### src/rtl/u8cpd_pkg.sv
`default_nettype none

package u8cpd_pkg;

    // Controller states, one-hot
    typedef enum logic [2:0] {
        ST_IDLE  = 3'b001,
        ST_EVAL  = 3'b010,
        ST_FLUSH = 3'b100
    } state_t;

    // Commands from controller to datapath
    typedef struct packed {
        logic load;       // capture the new byte into the working buffer
        logic take;       // latch the current decision as pending result
        logic push;       // move pending result into the output register
        logic push_last;  // pushed result is the last one of this byte
        logic compact;    // keep unconsumed bytes for the next byte
    } cmd_t;

    // Status from datapath to controller
    typedef struct packed {
        logic done;        // nothing left to decide for this byte
        logic pend_valid;  // a result waits in the pending slot
        logic out_free;    // output register can take a result this cycle
    } stat_t;

    localparam logic [20:0] REPLACEMENT = 21'h00FFFD;
    localparam logic [20:0] MAX_SCALAR  = 21'h10FFFF;
    localparam logic [20:0] MIN_2BYTE   = 21'h000080;
    localparam logic [20:0] MIN_3BYTE   = 21'h000800;
    localparam logic [20:0] MIN_4BYTE   = 21'h010000;
    localparam logic [20:0] SURR_LO     = 21'h00D800;
    localparam logic [20:0] SURR_HI     = 21'h00DFFF;

    // Sequence length announced by a lead byte, 0 for an invalid lead
    function automatic logic [2:0] lead_len(input logic [7:0] b);
        logic [2:0] len;
        begin
            len = 3'd0;
            if (b < 8'h80)
                len = 3'd1;
            else if (b >= 8'hC2 && b < 8'hE0)
                len = 3'd2;
            else if (b >= 8'hE0 && b < 8'hF0)
                len = 3'd3;
            else if (b >= 8'hF0 && b <= 8'hF4)
                len = 3'd4;
            return len;
        end
    endfunction

endpackage

`default_nettype wire

### src/rtl/u8cpd_datapath.sv
`default_nettype none

module u8cpd_datapath (
    input  wire logic            clk,
    input  wire logic            rst_n,
    input  wire logic [7:0]      byte_in,
    input  wire logic            end_of_text,
    input  wire u8cpd_pkg::cmd_t cmd,
    output u8cpd_pkg::stat_t     stat,
    output logic                 out_valid,
    input  wire logic            out_stall,
    output logic [20:0]          code_point,
    output logic                 was_invalid,
    output logic                 run_last,
    output logic                 text_last
);

    // Working buffer: held bytes followed by the new byte
    logic [7:0]  buf_reg [4];
    logic [2:0]  n_reg;
    logic [2:0]  pos_reg;
    logic        eot_reg;
    logic [1:0]  held_cnt_reg;

    // Pending result slot
    logic        pend_valid_reg;
    logic [20:0] pend_code_reg;
    logic        pend_bad_reg;

    // Output register
    logic        out_valid_reg;
    logic [20:0] out_code_reg;
    logic        out_bad_reg;
    logic        out_run_last_reg;
    logic        out_text_last_reg;

    // Decision logic at the current position
    logic [7:0]  first;
    logic [7:0]  b1;
    logic [7:0]  b2;
    logic [7:0]  b3;
    logic [2:0]  len;
    logic [2:0]  avail;
    logic [2:0]  upto;
    logic        at_end;
    logic        cont_bad;
    logic        is_short;
    logic        range_bad;
    logic [20:0] code;
    logic        res_bad;
    logic [20:0] res_code;
    logic [2:0]  adv;
    logic [1:0]  idx;

    always_comb
    begin
        first  = buf_reg[pos_reg[1:0]];
        b1     = buf_reg[pos_reg[1:0] + 2'd1];
        b2     = buf_reg[pos_reg[1:0] + 2'd2];
        b3     = buf_reg[pos_reg[1:0] + 2'd3];
        len    = u8cpd_pkg::lead_len(first);
        avail  = n_reg - pos_reg;
        at_end = (pos_reg >= n_reg);
        upto   = (len < avail) ? len : avail;

        // continuation bytes that are present must be 10xxxxxx
        cont_bad = 1'b0;
        for (int i = 1; i < 4; i++)
        begin
            idx = pos_reg[1:0] + 2'(i);
            if (3'(i) < upto && buf_reg[idx][7:6] != 2'b10)
                cont_bad = 1'b1;
        end
        is_short = (avail < len);

        case (len)
            3'd1:    code = {13'd0, first};
            3'd2:    code = {10'd0, first[4:0], b1[5:0]};
            3'd3:    code = {5'd0, first[3:0], b1[5:0], b2[5:0]};
            3'd4:    code = {first[2:0], b1[5:0], b2[5:0], b3[5:0]};
            default: code = 21'd0;
        endcase

        // overlong, out of range, surrogate
        range_bad = (len == 3'd2 && code < u8cpd_pkg::MIN_2BYTE)
                 || (len == 3'd3 && code < u8cpd_pkg::MIN_3BYTE)
                 || (len == 3'd4 && code < u8cpd_pkg::MIN_4BYTE)
                 || (code > u8cpd_pkg::MAX_SCALAR)
                 || (code >= u8cpd_pkg::SURR_LO && code <= u8cpd_pkg::SURR_HI);

        res_bad  = (len == 3'd0) || cont_bad || is_short || range_bad;
        res_code = res_bad ? u8cpd_pkg::REPLACEMENT : code;
        adv      = res_bad ? 3'd1 : len;

        stat.done       = at_end
                       || (len != 3'd0 && !cont_bad && is_short && !eot_reg);
        stat.pend_valid = pend_valid_reg;
        stat.out_free   = !out_valid_reg || !out_stall;
    end

    // Buffer and position control
    always_ff @(posedge clk or negedge rst_n)
    begin
        if (!rst_n)
        begin
            n_reg        <= 3'd0;
            pos_reg      <= 3'd0;
            eot_reg      <= 1'b0;
            held_cnt_reg <= 2'd0;
        end
        else
        begin
            if (cmd.load)
            begin
                n_reg   <= {1'b0, held_cnt_reg} + 3'd1;
                pos_reg <= 3'd0;
                eot_reg <= end_of_text;
            end
            else if (cmd.take)
                pos_reg <= pos_reg + adv;
            if (cmd.compact)
                held_cnt_reg <= 2'(n_reg - pos_reg);
        end
    end

    // Buffer bytes: payload, no reset
    always_ff @(posedge clk)
    begin
        if (cmd.load)
            buf_reg[held_cnt_reg] <= byte_in;
        else if (cmd.compact)
        begin
            for (int i = 0; i < 3; i++)
                buf_reg[i] <= buf_reg[pos_reg[1:0] + 2'(i)];
        end
    end

    // Pending slot
    always_ff @(posedge clk or negedge rst_n)
    begin
        if (!rst_n)
            pend_valid_reg <= 1'b0;
        else if (cmd.take)
            pend_valid_reg <= 1'b1;
        else if (cmd.push)
            pend_valid_reg <= 1'b0;
    end

    always_ff @(posedge clk)
    begin
        if (cmd.take)
        begin
            pend_code_reg <= res_code;
            pend_bad_reg  <= res_bad;
        end
    end

    // Output register
    always_ff @(posedge clk or negedge rst_n)
    begin
        if (!rst_n)
            out_valid_reg <= 1'b0;
        else if (cmd.push)
            out_valid_reg <= 1'b1;
        else if (!out_stall)
            out_valid_reg <= 1'b0;
    end

    always_ff @(posedge clk)
    begin
        if (cmd.push)
        begin
            out_code_reg      <= pend_code_reg;
            out_bad_reg       <= pend_bad_reg;
            out_run_last_reg  <= cmd.push_last;
            out_text_last_reg <= cmd.push_last & eot_reg;
        end
    end

    assign out_valid   = out_valid_reg;
    assign code_point  = out_code_reg;
    assign was_invalid = out_bad_reg;
    assign run_last    = out_run_last_reg;
    assign text_last   = out_text_last_reg;

    // A push never overwrites a result still waiting at the output
    assert property (@(posedge clk) disable iff (!rst_n)
        cmd.push |-> stat.out_free)
        else $error("push into busy output register");

    // Position never runs past the end of the buffer
    assert property (@(posedge clk) disable iff (!rst_n)
        pos_reg <= n_reg)
        else $error("position beyond buffer fill");

    // End of text leaves nothing held
    assert property (@(posedge clk) disable iff (!rst_n)
        (cmd.compact && eot_reg) |=> (held_cnt_reg == 2'd0))
        else $error("bytes held across end of text");

    // A take with a full pending slot must push it out in the same cycle
    assert property (@(posedge clk) disable iff (!rst_n)
        (cmd.take && pend_valid_reg) |-> cmd.push)
        else $error("pending result overwritten");

endmodule

`default_nettype wire

### src/rtl/u8cpd_ctrl.sv
`default_nettype none

module u8cpd_ctrl (
    input  wire logic             clk,
    input  wire logic             rst_n,
    input  wire logic             in_valid,
    output logic                  in_stall,
    input  wire u8cpd_pkg::stat_t stat,
    output u8cpd_pkg::cmd_t       cmd
);

    u8cpd_pkg::state_t state_reg;
    u8cpd_pkg::state_t state_next;

    // Next state and commands
    always_comb
    begin
        state_next = state_reg;
        cmd        = '0;
        in_stall   = 1'b1;
        unique case (state_reg)
            u8cpd_pkg::ST_IDLE:
            begin
                in_stall = 1'b0;
                if (in_valid)
                begin
                    cmd.load   = 1'b1;
                    state_next = u8cpd_pkg::ST_EVAL;
                end
            end
            u8cpd_pkg::ST_EVAL:
            begin
                if (stat.done)
                begin
                    if (stat.pend_valid)
                        state_next = u8cpd_pkg::ST_FLUSH;
                    else
                    begin
                        cmd.compact = 1'b1;
                        state_next  = u8cpd_pkg::ST_IDLE;
                    end
                end
                else if (!stat.pend_valid)
                    cmd.take = 1'b1;
                else if (stat.out_free)
                begin
                    cmd.take = 1'b1;
                    cmd.push = 1'b1;
                end
            end
            u8cpd_pkg::ST_FLUSH:
            begin
                if (stat.out_free)
                begin
                    cmd.push      = 1'b1;
                    cmd.push_last = 1'b1;
                    cmd.compact   = 1'b1;
                    state_next    = u8cpd_pkg::ST_IDLE;
                end
            end
            default:
                state_next = u8cpd_pkg::ST_IDLE;
        endcase
    end

    always_ff @(posedge clk or negedge rst_n)
    begin
        if (!rst_n)
            state_reg <= u8cpd_pkg::ST_IDLE;
        else
            state_reg <= state_next;
    end

    // A flush only happens with a result waiting
    assert property (@(posedge clk) disable iff (!rst_n)
        (state_reg == u8cpd_pkg::ST_FLUSH) |-> stat.pend_valid)
        else $error("flush with empty pending slot");

    // Idle means no result left over from the previous byte
    assert property (@(posedge clk) disable iff (!rst_n)
        (state_reg == u8cpd_pkg::ST_IDLE) |-> !stat.pend_valid)
        else $error("pending result left while idle");

    // Every accepted byte is evaluated in the next cycle
    assert property (@(posedge clk) disable iff (!rst_n)
        cmd.load |=> (state_reg == u8cpd_pkg::ST_EVAL))
        else $error("load not followed by evaluation");

endmodule

`default_nettype wire

### src/rtl/utf8_codepoint_decoder_unit.sv
`default_nettype none

// Channel | Signals                                          | Direction
// input   | in_valid, in_stall, byte_in, end_of_text         | byte stream in
// output  | out_valid, out_stall, code_point, was_invalid,   | code points out
//         | run_last, text_last                              |
//
// One byte at a time: ST_IDLE accepts the byte, ST_EVAL decides each result
// (0 to 4) and then sees the byte finished, and ST_FLUSH pushes the last
// result when the byte produced results.
// The single decode unit steps through the 4-byte working buffer one sequence
// per cycle while the output is not stalled; output stalls hold it in place.
// Reset (rst_n low, asynchronous) empties the held bytes and output register.

module utf8_codepoint_decoder_unit (
    input  wire logic        clk,
    input  wire logic        rst_n,
    input  wire logic        in_valid,
    output logic             in_stall,
    input  wire logic [7:0]  byte_in,
    input  wire logic        end_of_text,
    output logic             out_valid,
    input  wire logic        out_stall,
    output logic [20:0]      code_point,
    output logic             was_invalid,
    output logic             run_last,
    output logic             text_last
);

    u8cpd_pkg::cmd_t  cmd;
    u8cpd_pkg::stat_t stat;

    u8cpd_ctrl u_ctrl (
        .clk      (clk),
        .rst_n    (rst_n),
        .in_valid (in_valid),
        .in_stall (in_stall),
        .stat     (stat),
        .cmd      (cmd)
    );

    u8cpd_datapath u_datapath (
        .clk         (clk),
        .rst_n       (rst_n),
        .byte_in     (byte_in),
        .end_of_text (end_of_text),
        .cmd         (cmd),
        .stat        (stat),
        .out_valid   (out_valid),
        .out_stall   (out_stall),
        .code_point  (code_point),
        .was_invalid (was_invalid),
        .run_last    (run_last),
        .text_last   (text_last)
    );

endmodule

`default_nettype wire
### config.mk
export PLATFORM = sky130hd
export DESIGN_NAME = utf8_codepoint_decoder_unit
export DESIGN_NICKNAME = d
export VERILOG_FILES = /design/src/rtl/u8cpd_pkg.sv /design/src/rtl/u8cpd_datapath.sv /design/src/rtl/u8cpd_ctrl.sv /design/src/rtl/utf8_codepoint_decoder_unit.sv
export SDC_FILE = /design/constraint.sdc
export NUM_CORES = 1
export LEC_CHECK = 0
export BUFFER_PORTS_ARGS = -buffer_cell sky130_fd_sc_hd__buf_4
export CAP_MARGIN = 20
export CORE_MARGIN = 1
export CORE_UTILIZATION = 55
export DETAILED_ROUTE_END_ITERATION = 7
export PLACE_DENSITY_LB_ADDON = 0.15
export SLEW_MARGIN = 10
export SYNTH_ARGS = -nofsm -noshare
export SYNTH_HDL_FRONTEND = slang
export SYNTH_HIERARCHICAL = 1
export SYNTH_SLANG_ARGS = --single-unit
### constraint.sdc
create_clock -name clk -period 5.77 [get_ports clk]
set_input_delay 1.154 -clock clk [delete_from_list [all_inputs] [get_ports clk]]
set_output_delay 1.154 -clock clk [all_outputs]
set_load 0.05 [all_outputs]
== Yosys cells after proc, flatten, opt, wreduce, memory -nomap -nowiden ==
Memory sizes are Yosys's and may differ from the RTL's.
Index checks and enable logic that the tools add are counted.
W data, S select, Z words.

* Register bits after elaboration: 60
* Latch bits: 0
* Memory bits (writable): 32
* Memory bits (read-only): 0
* Input port bits: 13
* Output and inout port bits: 26
* Logic and storage cells: 129
* Memories kept: 1

* Add/subtract/negate cells: 6
* $mul: 0
* Div/mod/pow operators: 0
* Order comparisons: 19
* Equal/unequal tests: 14
* Shifts and indexed selects: 0
* Multiplexer cells: 43
* Bitwise operators: 1
* Reductions and logical operators: 32

{| class="wikitable"
|+ Memory list
! name !! depth !! bits a word !! read ports !! clocked after Yosys merged registers in !! wr ports !! line !! RTL
|-
| u_datapath.buf_reg || 4 || 8 || 4 || 0 || 3 || u8cpd_datapath.sv:19 || <nowiki>logic [7:0] buf_reg [4];</nowiki>
|}

{| class="wikitable"
|+ Operator list
! kind !! count
|-
| $pmux W21 S4 || 1
|-
| $mux W3 || 13
|-
| $ge A8 B8 Y1 const B || 3
|-
| $lt A8 B8 Y1 const B || 3
|-
| $mux W1 || 22
|-
| $ge A21 B16 Y1 const B || 1
|-
| $gt A21 B21 Y1 const B || 1
|-
| $le A21 B16 Y1 const B || 1
|-
| $lt A21 B12 Y1 const B || 1
|-
| $lt A21 B17 Y1 const B || 1
|-
| $lt A21 B8 Y1 const B || 1
|-
| $logic_and A1 B1 Y1 || 13
|-
| $ne A2 B2 Y1 const B || 6
|-
| $eq A3 B2 Y1 const B || 3
|-
| $logic_or A1 B1 Y1 || 9
|-
| $pmux W3 S3 || 1
|-
| $le A8 B8 Y1 const B || 1
|-
| $mux W8 || 1
|-
| $reduce_or A8 Y1 || 1
|-
| $eq A3 B1 Y1 const B || 2
|-
| $eq A3 B3 Y1 const B || 2
|-
| $lt A2 B3 Y1 const A || 2
|-
| $lt A3 B3 Y1 || 2
|-
| $mux W2 || 3
|-
| other kinds (15) || 21
|}

== Longest topological paths before layout ==
Gate-level depths: netlist (run 1).
An unclocked memory read counts as a cell.

* Word-level depth: 26
* Mapped depth: 22
* Gate-level depth less buffers: 17

== Cells and area by module ==
Netlist (run 1), hierarchy kept.

{| class="wikitable"
|+ By module, submodules not included
! module !! instances !! cells each !! area each (µm²)
|-
| u8cpd_datapath || 1 || 393 || 4,838.4
|-
| u8cpd_ctrl || 1 || 30 || 254.0
|}

== Least setup slack after synthesis (run 1) ==
OpenSTA, ideal clock, no wires.

* Path type: flip-flop to flip-flop
* From: reg u_datapath.pos_reg[1]
* To: reg u_datapath.pos_reg[2]
* Library setup time: 125 ps
* Arrival time: 6,137 ps
* Data required time: 5,645 ps
* Setup slack: -492 ps
* Cell stages (with the launch flop): 19
* Path buffers: 5
* Cell sequence: dfrtp_1 buf_2 buf_2 buf_1 buf_1 inv_1 fa_1 xor2_1 ha_1 o21ai_0 o31a_1 a211o_1 o31a_1 buf_6 a211o_1 or3b_1 nor3_2 and3b_1 mux2_2

{| class="wikitable"
|+ RTL lines
! element !! line !! RTL
|-
| start: declaration || u8cpd_datapath.sv:21 || <nowiki>logic [2:0] pos_reg;</nowiki>
|-
| start signal: assignment || u8cpd_datapath.sv:120 || <nowiki>pos_reg <= pos_reg + adv;</nowiki>
|}

==> run_results.csv, run 1 <==
group,metric,value,unit
run_status,status,"finished clean",
floorplan,core_area,0.00885,mm^2
drt,viasPerCell,6.35,
synth,muxShareOfSynthArea,0.142,
synth,synthTopCellsByArea,"edfxtp_1, dfrtp_1, mux4_2",
synth,syn-cell-area,0.00509,mm^2
floorplan,die_x,98.2,um
placement,dp.cells,560,
sta,holdWs,0.417,ns
setup_path,regToRegSetupSlack,0.42,ns
setup_path,cp_cell_sequence,"mux4_2 > o21ai_0 > and3_1 > clkinv_1 > ha_1 > o21ai_0 > o31a_1 > a211o_1 > o31a_1 > a211o_1 > or3b_1 > nor3_4 > buf_4",
setup_path,start_kind,"register",
synth,synth_compound_area_frac,0.133,
sta,fmax,0.187,GHz
synth,syn_nets,448,
setup_path,startpoint,"u_datapath/pos_reg[0]",
grt,grt_max_degree,35,
setup_path,regToRegStartpoint,"u_datapath/pos_reg[0]",
setup_path,worst-path-buf-inv,2,
pwr,powerDensity,472,mW/mm^2
finish,largest_reg_flops,32,
pwr,p_int,1.58,mW
synth,synth-xor-area-share,0.00344,
synth,ys_ff_latch,92,
setup_path,cp_data_required_time,5.81,ns
grt,grt_pass1_vias,3475,
sta,worstMarginPinSlew,1.01,ns
placement,dp_slack,0.349,ns
synth,synthArstFlopShare,0.152,
sta,finClkSkew,0.0141,ns
setup_path,critical_path_depth,13,
drt,wirelength,10700,um
setup_path,cp_top_family,"compound AO/OA/AOI/OAI gates",
finish,layout_commonest_cell,"edfxtp_1",
floorplan,rows,34,
placement,post-dp-hpwl,7820,um
finish,diodes,0,
pwr,combPwrFrac,0.457,
floorplan,ios,39,
pwr,p_leak,2.06,nW
clock_tree,clk_pin_slew_worst_paths,0.10,ns
synth,synthAdderAreaFrac,0.0324,
sta,hold_viol_final,0,
setup_path,path_max_fanout,23,
setup_path,r2r_end,"u_datapath/pend_code_reg[8]",
setup_path,crit_path_end_kind,"register",
sta,report.final.slew_viol_count,0,
placement,portBuffers,38,
sta,min_period,5.35,ns
pwr,p_seq_frac,0.385,
sta,finalSetupViolations,0,
clock_tree,h-tree-depth,3,
clock_tree,cts_made_buffers,9,
pwr,power.total,2.70,mW
setup_path,cp.arrival,5.40,ns
clock_tree,cts_tree,"done",
placement,postPlaceCellArea,0.00553,mm^2
setup_path,crit_type,"register to register",
grt,grt_use_total,0.237,
pwr,p_clk_frac,0.158,
synth,synth_top_area_frac,0.460,
floorplan,die_h,98.2,um
pwr,p_sw,1.13,mW
clock_tree,worstSkewPairLatency,0.37,ns
finish,fin_util,0.648,
grt,grt_first_pass_wirelength,17800,um
synth,syn_avg_cell_area,12.0,um^2
synth,synth_ff_type,"edfxtp_1",
sta,finalSetupTns,0,ns
hold_path,hp-class,"register to register",
flow_run,drv_cap,0,
finish,areaGrowthSynthToFinish,12.6,%
finish,layout.cells.non_filler,576,
synth,ys_types,63,
drt,firstDrtPassIters,8,
synth,ys.warnings.count,6,
clock_tree,clock_sinks,92,
pwr,vdd_drop_max,0.200,mV
synth,synth_top_family_by_area,"multiplexers",
synth,yosysTopAreaCell,"edfxtp_1",
drt,vias,3660,
clock_tree,cts_setup_buffers,0,
setup_path,slowest_stage,"mux4_2",
finish,fin_nets,488,
grt,grt.overflow.total,0,
setup_path,slowest_delay,0.64,ns
setup_path,endpoint,"u_datapath/pend_code_reg[8]",
floorplan,start_util,0.576,
floorplan,dieArea,0.00965,mm^2
synth,synth_edf_count,78,
synth,yosys.area_share.simple,0.112,
sta,maxSlewHeadroom,0.325,
drt,drtAntennaViolNets,0,
pwr,switching_share,0.417,
sta,post-route-period-util,0.928,
drt,wl_per_cell,18.6,um
synth,seq_area_frac_synth,0.529,
setup_path,ff2ff_path_depth,13,
clock_tree,root_buffer,"clkbuf_8",
finish,fin_area,0.00573,mm^2
sta,rsz0062_at_grt,"no",
grt,antenna_found_initial,0,
clock_tree,cts_buffer_depth,2,
finish,drive_gt1_frac,0.254,
sta,fin_ws,0.417,ns
drt,drt_iter0_markers,449,
drt,drc,0,
finish,final_cell_mix,"edfxtp_1, buf_4, o21ai_0, nand2_1, inv_1",
placement,gp_congestion,0.897,
synth,syn_inst,423,
-- kinds of logic after synthesis --
logic type | Yosys count
multiplexers | 50
buffers and inverters | 57
XOR/XNOR | 2
flip-flops | 92
adder cells (fa/ha/maj) | 12
AND/OR/NAND/NOR | 108
AO/OA/AOI/OAI | 102
-- routing by layer --
metal	track usage	up-vias	routed length [um]
met5	0	-	0
met4	0.0896	0	170
met3	0.0401	17	808
met2	0.361	186	4930
met1	0.344	1762	4790
li1	-	1695	-
-- synth_stat cells, types with 5 or more instances --
library cell,count
nand2_1,35
ha_1,10
mux2i_1,13
nor2_1,20
nand3_1,14
a21oi_1,7
o21ai_0,41
a22oi_1,11
inv_1,29
nand2b_1,6
buf_2,7
o22ai_1,7
mux2_2,22
nor2b_1,5
dfrtp_1,13
o2111ai_1,6
clkbuf_1,14
mux4_2,13
edfxtp_1,78
-- layout make-up --
type	count	area [um^2]
inverters	30	113
clock buffers	9	124
repair buffers	56	420
fillers	684	3110
multi-input cells	274	2170
flip-flops and latches	92	2700
clock inverters	7	76.3
well taps	108	135
-- power groups by stage --
stage	sequential [mW]	clock [mW]	combinational [mW]
finish	1.04	0.428	1.24
global route	1.06	0.465	1.35
CTS	1.04	0.437	1.21
detailed placement	1.05	0	1.21
global placement	1.05	0	1.18
floorplan	1.09	0	0.856
-- repair_timing --
action                     4_1_cts  5_1_grt
setup endpoints to repair        0       62
hold buffers                     0        0
gates resized for setup          0        2
-- how the worst min path moves through the flow --
stage                                          end  depth (start not counted)                        start
after floorplan           u_datapath/code_point[0]                          0  u_datapath/pend_code_reg[0]
after global placement    u_datapath/code_point[2]                          0  u_datapath/pend_code_reg[2]
after detailed placement  u_datapath/code_point[5]                          0  u_datapath/pend_code_reg[5]
after CTS                 u_datapath/code_point[7]                          0  u_datapath/pend_code_reg[7]
after global routing      u_datapath/code_point[8]                          0  u_datapath/pend_code_reg[8]
final                     u_datapath/code_point[7]                          0  u_datapath/pend_code_reg[7]
Power figures use the tool's default switching activity.
==> inputs of run 2 (changes only) <==
- ABC_AREA: not set -> 1
==> run 2 against run 1 <==
Net effect: the flow now finishes with violations (DRC); synthesized cell count is 30% higher; die area shrank 0.29%; worst hold slack got worse by 0.0047 ns; critical path depth is 12 higher; first-iteration DRC count fell by 36%; routed wire length grew 11%; non-clock buffer count fell by 9; register-to-register slack better by 0.33 ns; via count is 9.6% higher; design area is 1.2% lower.
==> run_results.csv, run 2 <==
group,metric,value,unit
run_status,status,"finished, violations left",
run_status,violations,"DRC",
synth,syn_inst,550,
clock_tree,cts_setup_buffers,0,
finish,multi_input_comb_area,0.00202,mm^2
drt,drt_iter0_markers,289,
setup_path,slowest_delay,0.82,ns
setup_path,path_max_fanout,35,
sta,fmax,0.199,GHz
setup_path,regToRegSetupSlack,0.74,ns
drt,drc,2,
synth,synthTopCellsByArea,"edfxtp_1, nand2_1, dfrtp_1",
grt,grt_max_degree,36,
finish,layout_commonest_cell,"nand2_1",
setup_path,r2r_end,"u_datapath/buf_reg[0][2]",
clock_tree,cts_tree,"done",
setup_path,regToRegStartpoint,"u_datapath/pos_reg[0]",
setup_path,crit_top_cell,"nand2_1",
hold_path,hp-class,"register to register",
setup_path,endpoint,"u_datapath/buf_reg[0][2]",
setup_path,ff2ff_path_depth,25,
drt,top_layer,"met4",
finish,areaGrowthSynthToFinish,11.6,%
clock_tree,worstSkewPairLatency,0.36,ns
finish,drive_gt1_frac,0.186,
synth,ys.warnings.count,6,
sta,finClkSkew,0.0158,ns
clock_tree,clock_sinks,92,
drt,m1WireLength,5250,um
grt,antenna_found_initial,0,
drt,firstDrtPassIters,7,
finish,regArea,0.00269,mm^2
synth,synth_ff_type,"edfxtp_1",
sta,report.final.slew_viol_count,0,
sta,maxSlewHeadroom,0.472,
finish,final_cell_mix,"nand2_1, edfxtp_1, inv_1, buf_4, o21ai_0",
floorplan,core_area,0.00885,mm^2
setup_path,cp_top_family,"simple AND/OR/NAND/NOR gates",
synth,synthArstFlopShare,0.152,
grt,grt_first_pass_wirelength,18700,um
synth,syn-cell-area,0.00508,mm^2
flow_run,drv_cap,0,
floorplan,dieArea,0.00962,mm^2
synth,yosysTopAreaCell,"edfxtp_1",
grt,grt_use_total,0.256,
synth,synth_most_common_cell,"nand2_1",
sta,finalSetupViolations,0,
setup_path,cp_data_required_time,5.79,ns
finish,fin_nets,611,
placement,portBuffers,38,
finish,diodes,0,
drt,vias,4010,
floorplan,die_h,98.1,um
setup_path,start_kind,"register",
placement,post-dp-hpwl,8890,um
synth,synth_edf_count,78,
drt,dr_wl_met3,890,um
setup_path,crit_type,"register to register",
floorplan,ios,39,
synth,synth_common_cells,"nand2_1, edfxtp_1, inv_1, o21ai_0, nand3_1",
floorplan,start_util,0.574,
finish,nFillCells,751,
clock_tree,cts_resized,0,
floorplan,rows,34,
clock_tree,cts_made_buffers,9,
setup_path,slowest_stage,"dfrtp_1",
clock_tree,clk_pin_slew_worst_paths,0.10,ns
setup_path,critical_path_depth,25,
synth,syn_avg_cell_area,9.23,um^2
drt,viasPerCell,5.74,
drt,wirelength,11900,um
synth,syn_nets,575,
floorplan,die_x,98.1,um
clock_tree,root_buffer,"clkbuf_8",
drt,met2WireLength,5490,um
synth,synth_top_area_frac,0.461,
setup_path,startpoint,"u_datapath/pos_reg[0]",
sta,hold_viol_final,0,
setup_path,cp.arrival,5.05,ns
clock_tree,h-tree-depth,3,
sta,finalSetupTns,0,ns
sta,post-route-period-util,0.871,
sta,worstMarginPinSlew,0.791,ns
synth,seq_area_frac_synth,0.531,
grt,grt.overflow.total,0,
setup_path,worst-path-buf-inv,5,
setup_path,crit_path_end_kind,"register",
sta,min_period,5.03,ns
clock_tree,cts_buffer_depth,2,
finish,largest_reg_flops,32,
drt,drtAntennaViolNets,0,
synth,ys_ff_latch,92,
placement,gp_congestion,0.970,
drt,wl_per_cell,17.0,um
synth,ys_types,45,
clock_tree,hold_buffers,0,
grt,grt_pass1_vias,3678,
sta,rsz0062_at_grt,"no",
==> run 2: cell types whose count changed in the layout (fill, tap and decap cells not counted), moves of 12 or more <==
| cell | change |
|---|---|
| inv_1 | +19 |
| o21ai_1 | +12 |
| mux2_2 | -22 |
| nand2_2 | +13 |
| mux4_2 | -13 |
| nand3_1 | +26 |
| nand2_1 | +117 |
==> run 2: cells by family (layout without fill, tap and decap cells) <==
logic type                 count (synthesis)  after routing  synth area share
DFF                                       92             92             0.531
AOI/OAI and AO/OA                         98             98             0.112
and+or+nand+nor                          259            259             0.232
adders and majority gates                 12             12            0.0325
muxes                                      6              6            0.0118
buffers and inverters                     80            121            0.0739
xor gates and xnor gates                   3              3           0.00666
==> run 2: worst min-delay path by stage <==
stage | startpoint | end | slack [ns] | cells after the start
after floorplan | u_datapath/pend_code_reg[0] | u_datapath/code_point[0] | 0.40 | 0
after global placement | u_datapath/pend_code_reg[0] | u_datapath/code_point[0] | 0.40 | 0
after global routing | u_datapath/pend_code_reg[17] | u_datapath/code_point[17] | 0.43 | 0
after detailed placement | u_datapath/pend_code_reg[1] | u_datapath/code_point[1] | 0.41 | 0
after CTS | u_datapath/pend_code_reg[17] | u_datapath/code_point[17] | 0.42 | 0
final | u_datapath/pend_code_reg[17] | u_datapath/code_point[17] | 0.41 | 0
==> run 2: worst reg2reg max path: stages, from the launching register on <==
cell and delay [ns]:
dfrtp_1 0.82, inv_4 0.29, nand2_1 0.19, nand3_1 0.10
nand2_2 0.19, inv_1 0.13, nand2_1 0.13, nand3_4 0.20
ha_1 0.40, nand4_1 0.10, nand2_1 0.09, inv_2 0.04
nand2_2 0.09, nand2_1 0.09, nand2_1 0.07, nand3_1 0.08
nand2_1 0.06, nand2_1 0.06, nand2_2 0.12, nand3_1 0.09
o211ai_1 0.09, inv_1 0.09, o31ai_1 0.48, nand2_1 0.11
buf_4 0.24, nand2_1 0.34
==> run 2: metrics by stage <==
step	cells	hold slack [ns]	utilization	area [um^2]	worst slack [ns]
2_1_floorplan	550	0.400	-	5080	1.19
3_3_place_gp	683	0.401	0.614	5430	0.914
3_5_place_dp	683	0.405	0.614	5430	0.810
4_1_cts	699	0.417	0.640	5660	0.785
5_1_grt	699	0.427	0.640	5660	0.244
6_report	699	0.412	0.640	5660	0.742
==> run 2: cell type report <==
class | instances | area share
clock inverter | 7 | 0.0188
multi-input combinational | 378 | 0.356
tap | 108 | 0.0239
sequential | 92 | 0.476
clock buffer | 9 | 0.0219
inverter | 58 | 0.0395
timing repair buffer | 47 | 0.0645
==> run 2: layer usage <==
layer	global-route usage	vias to the layer above
met3	0.0408	19
li1	-	1944
met5	0	-
met2	0.408	201
met4	0.0956	0
met1	0.354	1846
Power of run 2 is not shown: default switching activity piles up to over one toggle a cycle in this logic, so the estimate is an artifact.
==> inputs of run 3 (changes only) <==
- BUFFER_PORTS_ARGS: -buffer_cell sky130_fd_sc_hd__buf_4 -> -buffer_cell sky130_fd_sc_hd__clkbuf_2
==> run 3 against run 2 <==
Net effect: the flow still finishes with violations (DRC); setup slack better by 0.16 ns; worst hold slack better by 0.0083 ns; clock skew is 0.00078 ns higher; critical path type unchanged.
==> run_results.csv, run 3 (synthesis gave the netlist of run 2 again) <==
group,metric,value,unit
setup_path,crit_type,"register to register",
setup_path,slowest_delay,0.51,ns
clock_tree,clock_sinks,92,
clock_tree,cts_setup_buffers,0,
finish,fin_area,0.00551,mm^2
sta,maxSlewHeadroom,0.551,
placement,post-dp-hpwl,8480,um
placement,gp_congestion,0.878,
finish,final_cell_mix,"nand2_1, edfxtp_1, inv_1, o21ai_0, nand3_1",
grt,grt_max_degree,36,
run_status,violations,"DRC",
clock_tree,cts_tree,"done",
run_status,status,"finished, violations left",
drt,viasPerCell,5.71,
hold_path,hp-class,"register to register",
floorplan,start_util,0.574,
setup_path,crit_top_cell,"nand2_1",
floorplan,core_area,0.00885,mm^2
clock_tree,root_buffer,"clkbuf_8",
finish,layout_commonest_cell,"nand2_1",
sta,hold_viol_final,0,
setup_path,cp.arrival,4.88,ns
setup_path,slowest_stage,"o31ai_1",
clock_tree,cts_resized,0,
grt,grt_first_pass_wirelength,18600,um
grt,grt_use_total,0.253,
setup_path,start_kind,"register",
setup_path,crit_path_end_kind,"register",
floorplan,die_x,98.1,um
finish,drive_gt1_frac,0.185,
clock_tree,cts_buffer_depth,2,
floorplan,dieArea,0.00962,mm^2
sta,fin_ws,0.907,ns
drt,wl_per_cell,16.2,um
drt,firstDrtPassIters,7,
drt,wirelength,11300,um
sta,post-route-period-util,0.843,
placement,dp_slack,1.03,ns
drt,vias,3989,
sta,report.final.slew_viol_count,0,
finish,diodes,0,
floorplan,die_h,98.1,um
grt,grt_pass1_vias,3843,
clock_tree,cts_made_buffers,9,
placement,postPlaceCellArea,0.00532,mm^2
floorplan,rows,34,
sta,min_period,4.86,ns
drt,drt_iter0_markers,310,
clock_tree,hold_buffers,0,
finish,areaGrowthSynthToFinish,8.53,%
grt,grt.overflow.total,0,
sta,finalSetupViolations,0,
floorplan,ios,39,
placement,portBuffers,38,
clock_tree,clk_pin_slew_worst_paths,0.10,ns
grt,antenna_found_initial,0,
setup_path,cp_data_required_time,5.79,ns
clock_tree,h-tree-depth,3,
finish,fin_nets,610,
clock_tree,worstSkewPairLatency,0.37,ns
drt,drc,2,
sta,rsz0062_at_grt,"no",
flow_run,drv_cap,0,
setup_path,cp_top_family,"simple AND/OR/NAND/NOR gates",
setup_path,path_max_fanout,35,
sta,worstMarginPinSlew,0.671,ns
finish,largest_reg_flops,32,
sta,finalSetupTns,0,ns
sta,finClkSkew,0.0165,ns
drt,drtAntennaViolNets,0,
setup_path,worst-path-buf-inv,7,
sta,fmax,0.206,GHz
-- run 3: cell types whose count changed in the layout (fill, tap and decap cells not counted) --
| cell | previous run | this run |
|---|---|---|
| buf_4 | 46 | 8 |
| inv_8 | 2 | 3 |
| clkinv_4 | 0 | 2 |
| buf_12 | 1 | 0 |
| bufinv_16 | 2 | 0 |
| clkbuf_2 | 0 | 38 |
| clkinvlp_4 | 2 | 1 |
-- run 3: final timing paths --
path                       depth (start not counted)                          from  slack, ns                        end
hold / removal                                     0  u_datapath/pend_code_reg[20]       0.42  u_datapath/code_point[20]
setup / recovery                                  26         u_datapath/pos_reg[1]       0.91   u_datapath/buf_reg[1][4]
min in group asynchronous                          1                         rst_n       0.68         u_datapath/eot_reg
setup reg to reg                                  26         u_datapath/pos_reg[1]       0.91   u_datapath/buf_reg[1][4]
max in group asynchronous                          1                         rst_n       4.77        u_ctrl/state_reg[0]
hold reg to reg                                    0  u_datapath/pend_code_reg[20]       0.42  u_datapath/code_point[20]
-- run 3: through the flow --
stage / utilization / instances / hold WS [ns]
after floorplan: - / 550 / 0.400
after global placement: 0.601 / 682 / 0.401
after detailed placement: 0.601 / 682 / 0.405
after CTS: 0.623 / 698 / 0.426
after global routing: 0.623 / 698 / 0.431
final: 0.623 / 698 / 0.421
-- run 3: final cells by class --
| class | instances | area [um^2] |
|---|---|---|
| inverter | 58 | 224 |
| clock inverter | 7 | 67.6 |
| timing repair buffer | 46 | 250 |
| tap | 108 | 135 |
| clock buffer | 9 | 124 |
| sequential | 92 | 2690 |
| fill | 750 | 3340 |
| multi-input combinational | 378 | 2020 |
-- run 3: worst register-to-register path, stage by stage (launching register included) --
cell and delay, ns:
dfrtp_1 0.39, inv_1 0.24, buf_4 0.31, nand3_1 0.14
nand2_2 0.22, nor2_4 0.08, nand3_4 0.18, inv_2 0.10
nor2_1 0.20, inv_1 0.10, ha_1 0.18, inv_1 0.06
nand4_1 0.14, nand2_2 0.12, nand2_1 0.11, nand2_1 0.09
nand3_1 0.08, nand2_1 0.07, nand2_1 0.07, nand2_2 0.11
nand3_1 0.09, o211ai_1 0.08, inv_1 0.09, o31ai_1 0.51
nand2_1 0.13, buf_4 0.26, nand2_1 0.37
-- run 3: per-layer routing --
metal / global-route usage / part of all wire
met4: 0.107 / 0.029
met1: 0.318 / 0.42
met2: 0.432 / 0.48
met3: 0.0422 / 0.065
met5: 0 / 0
Power of run 3 is left out for the same reason.
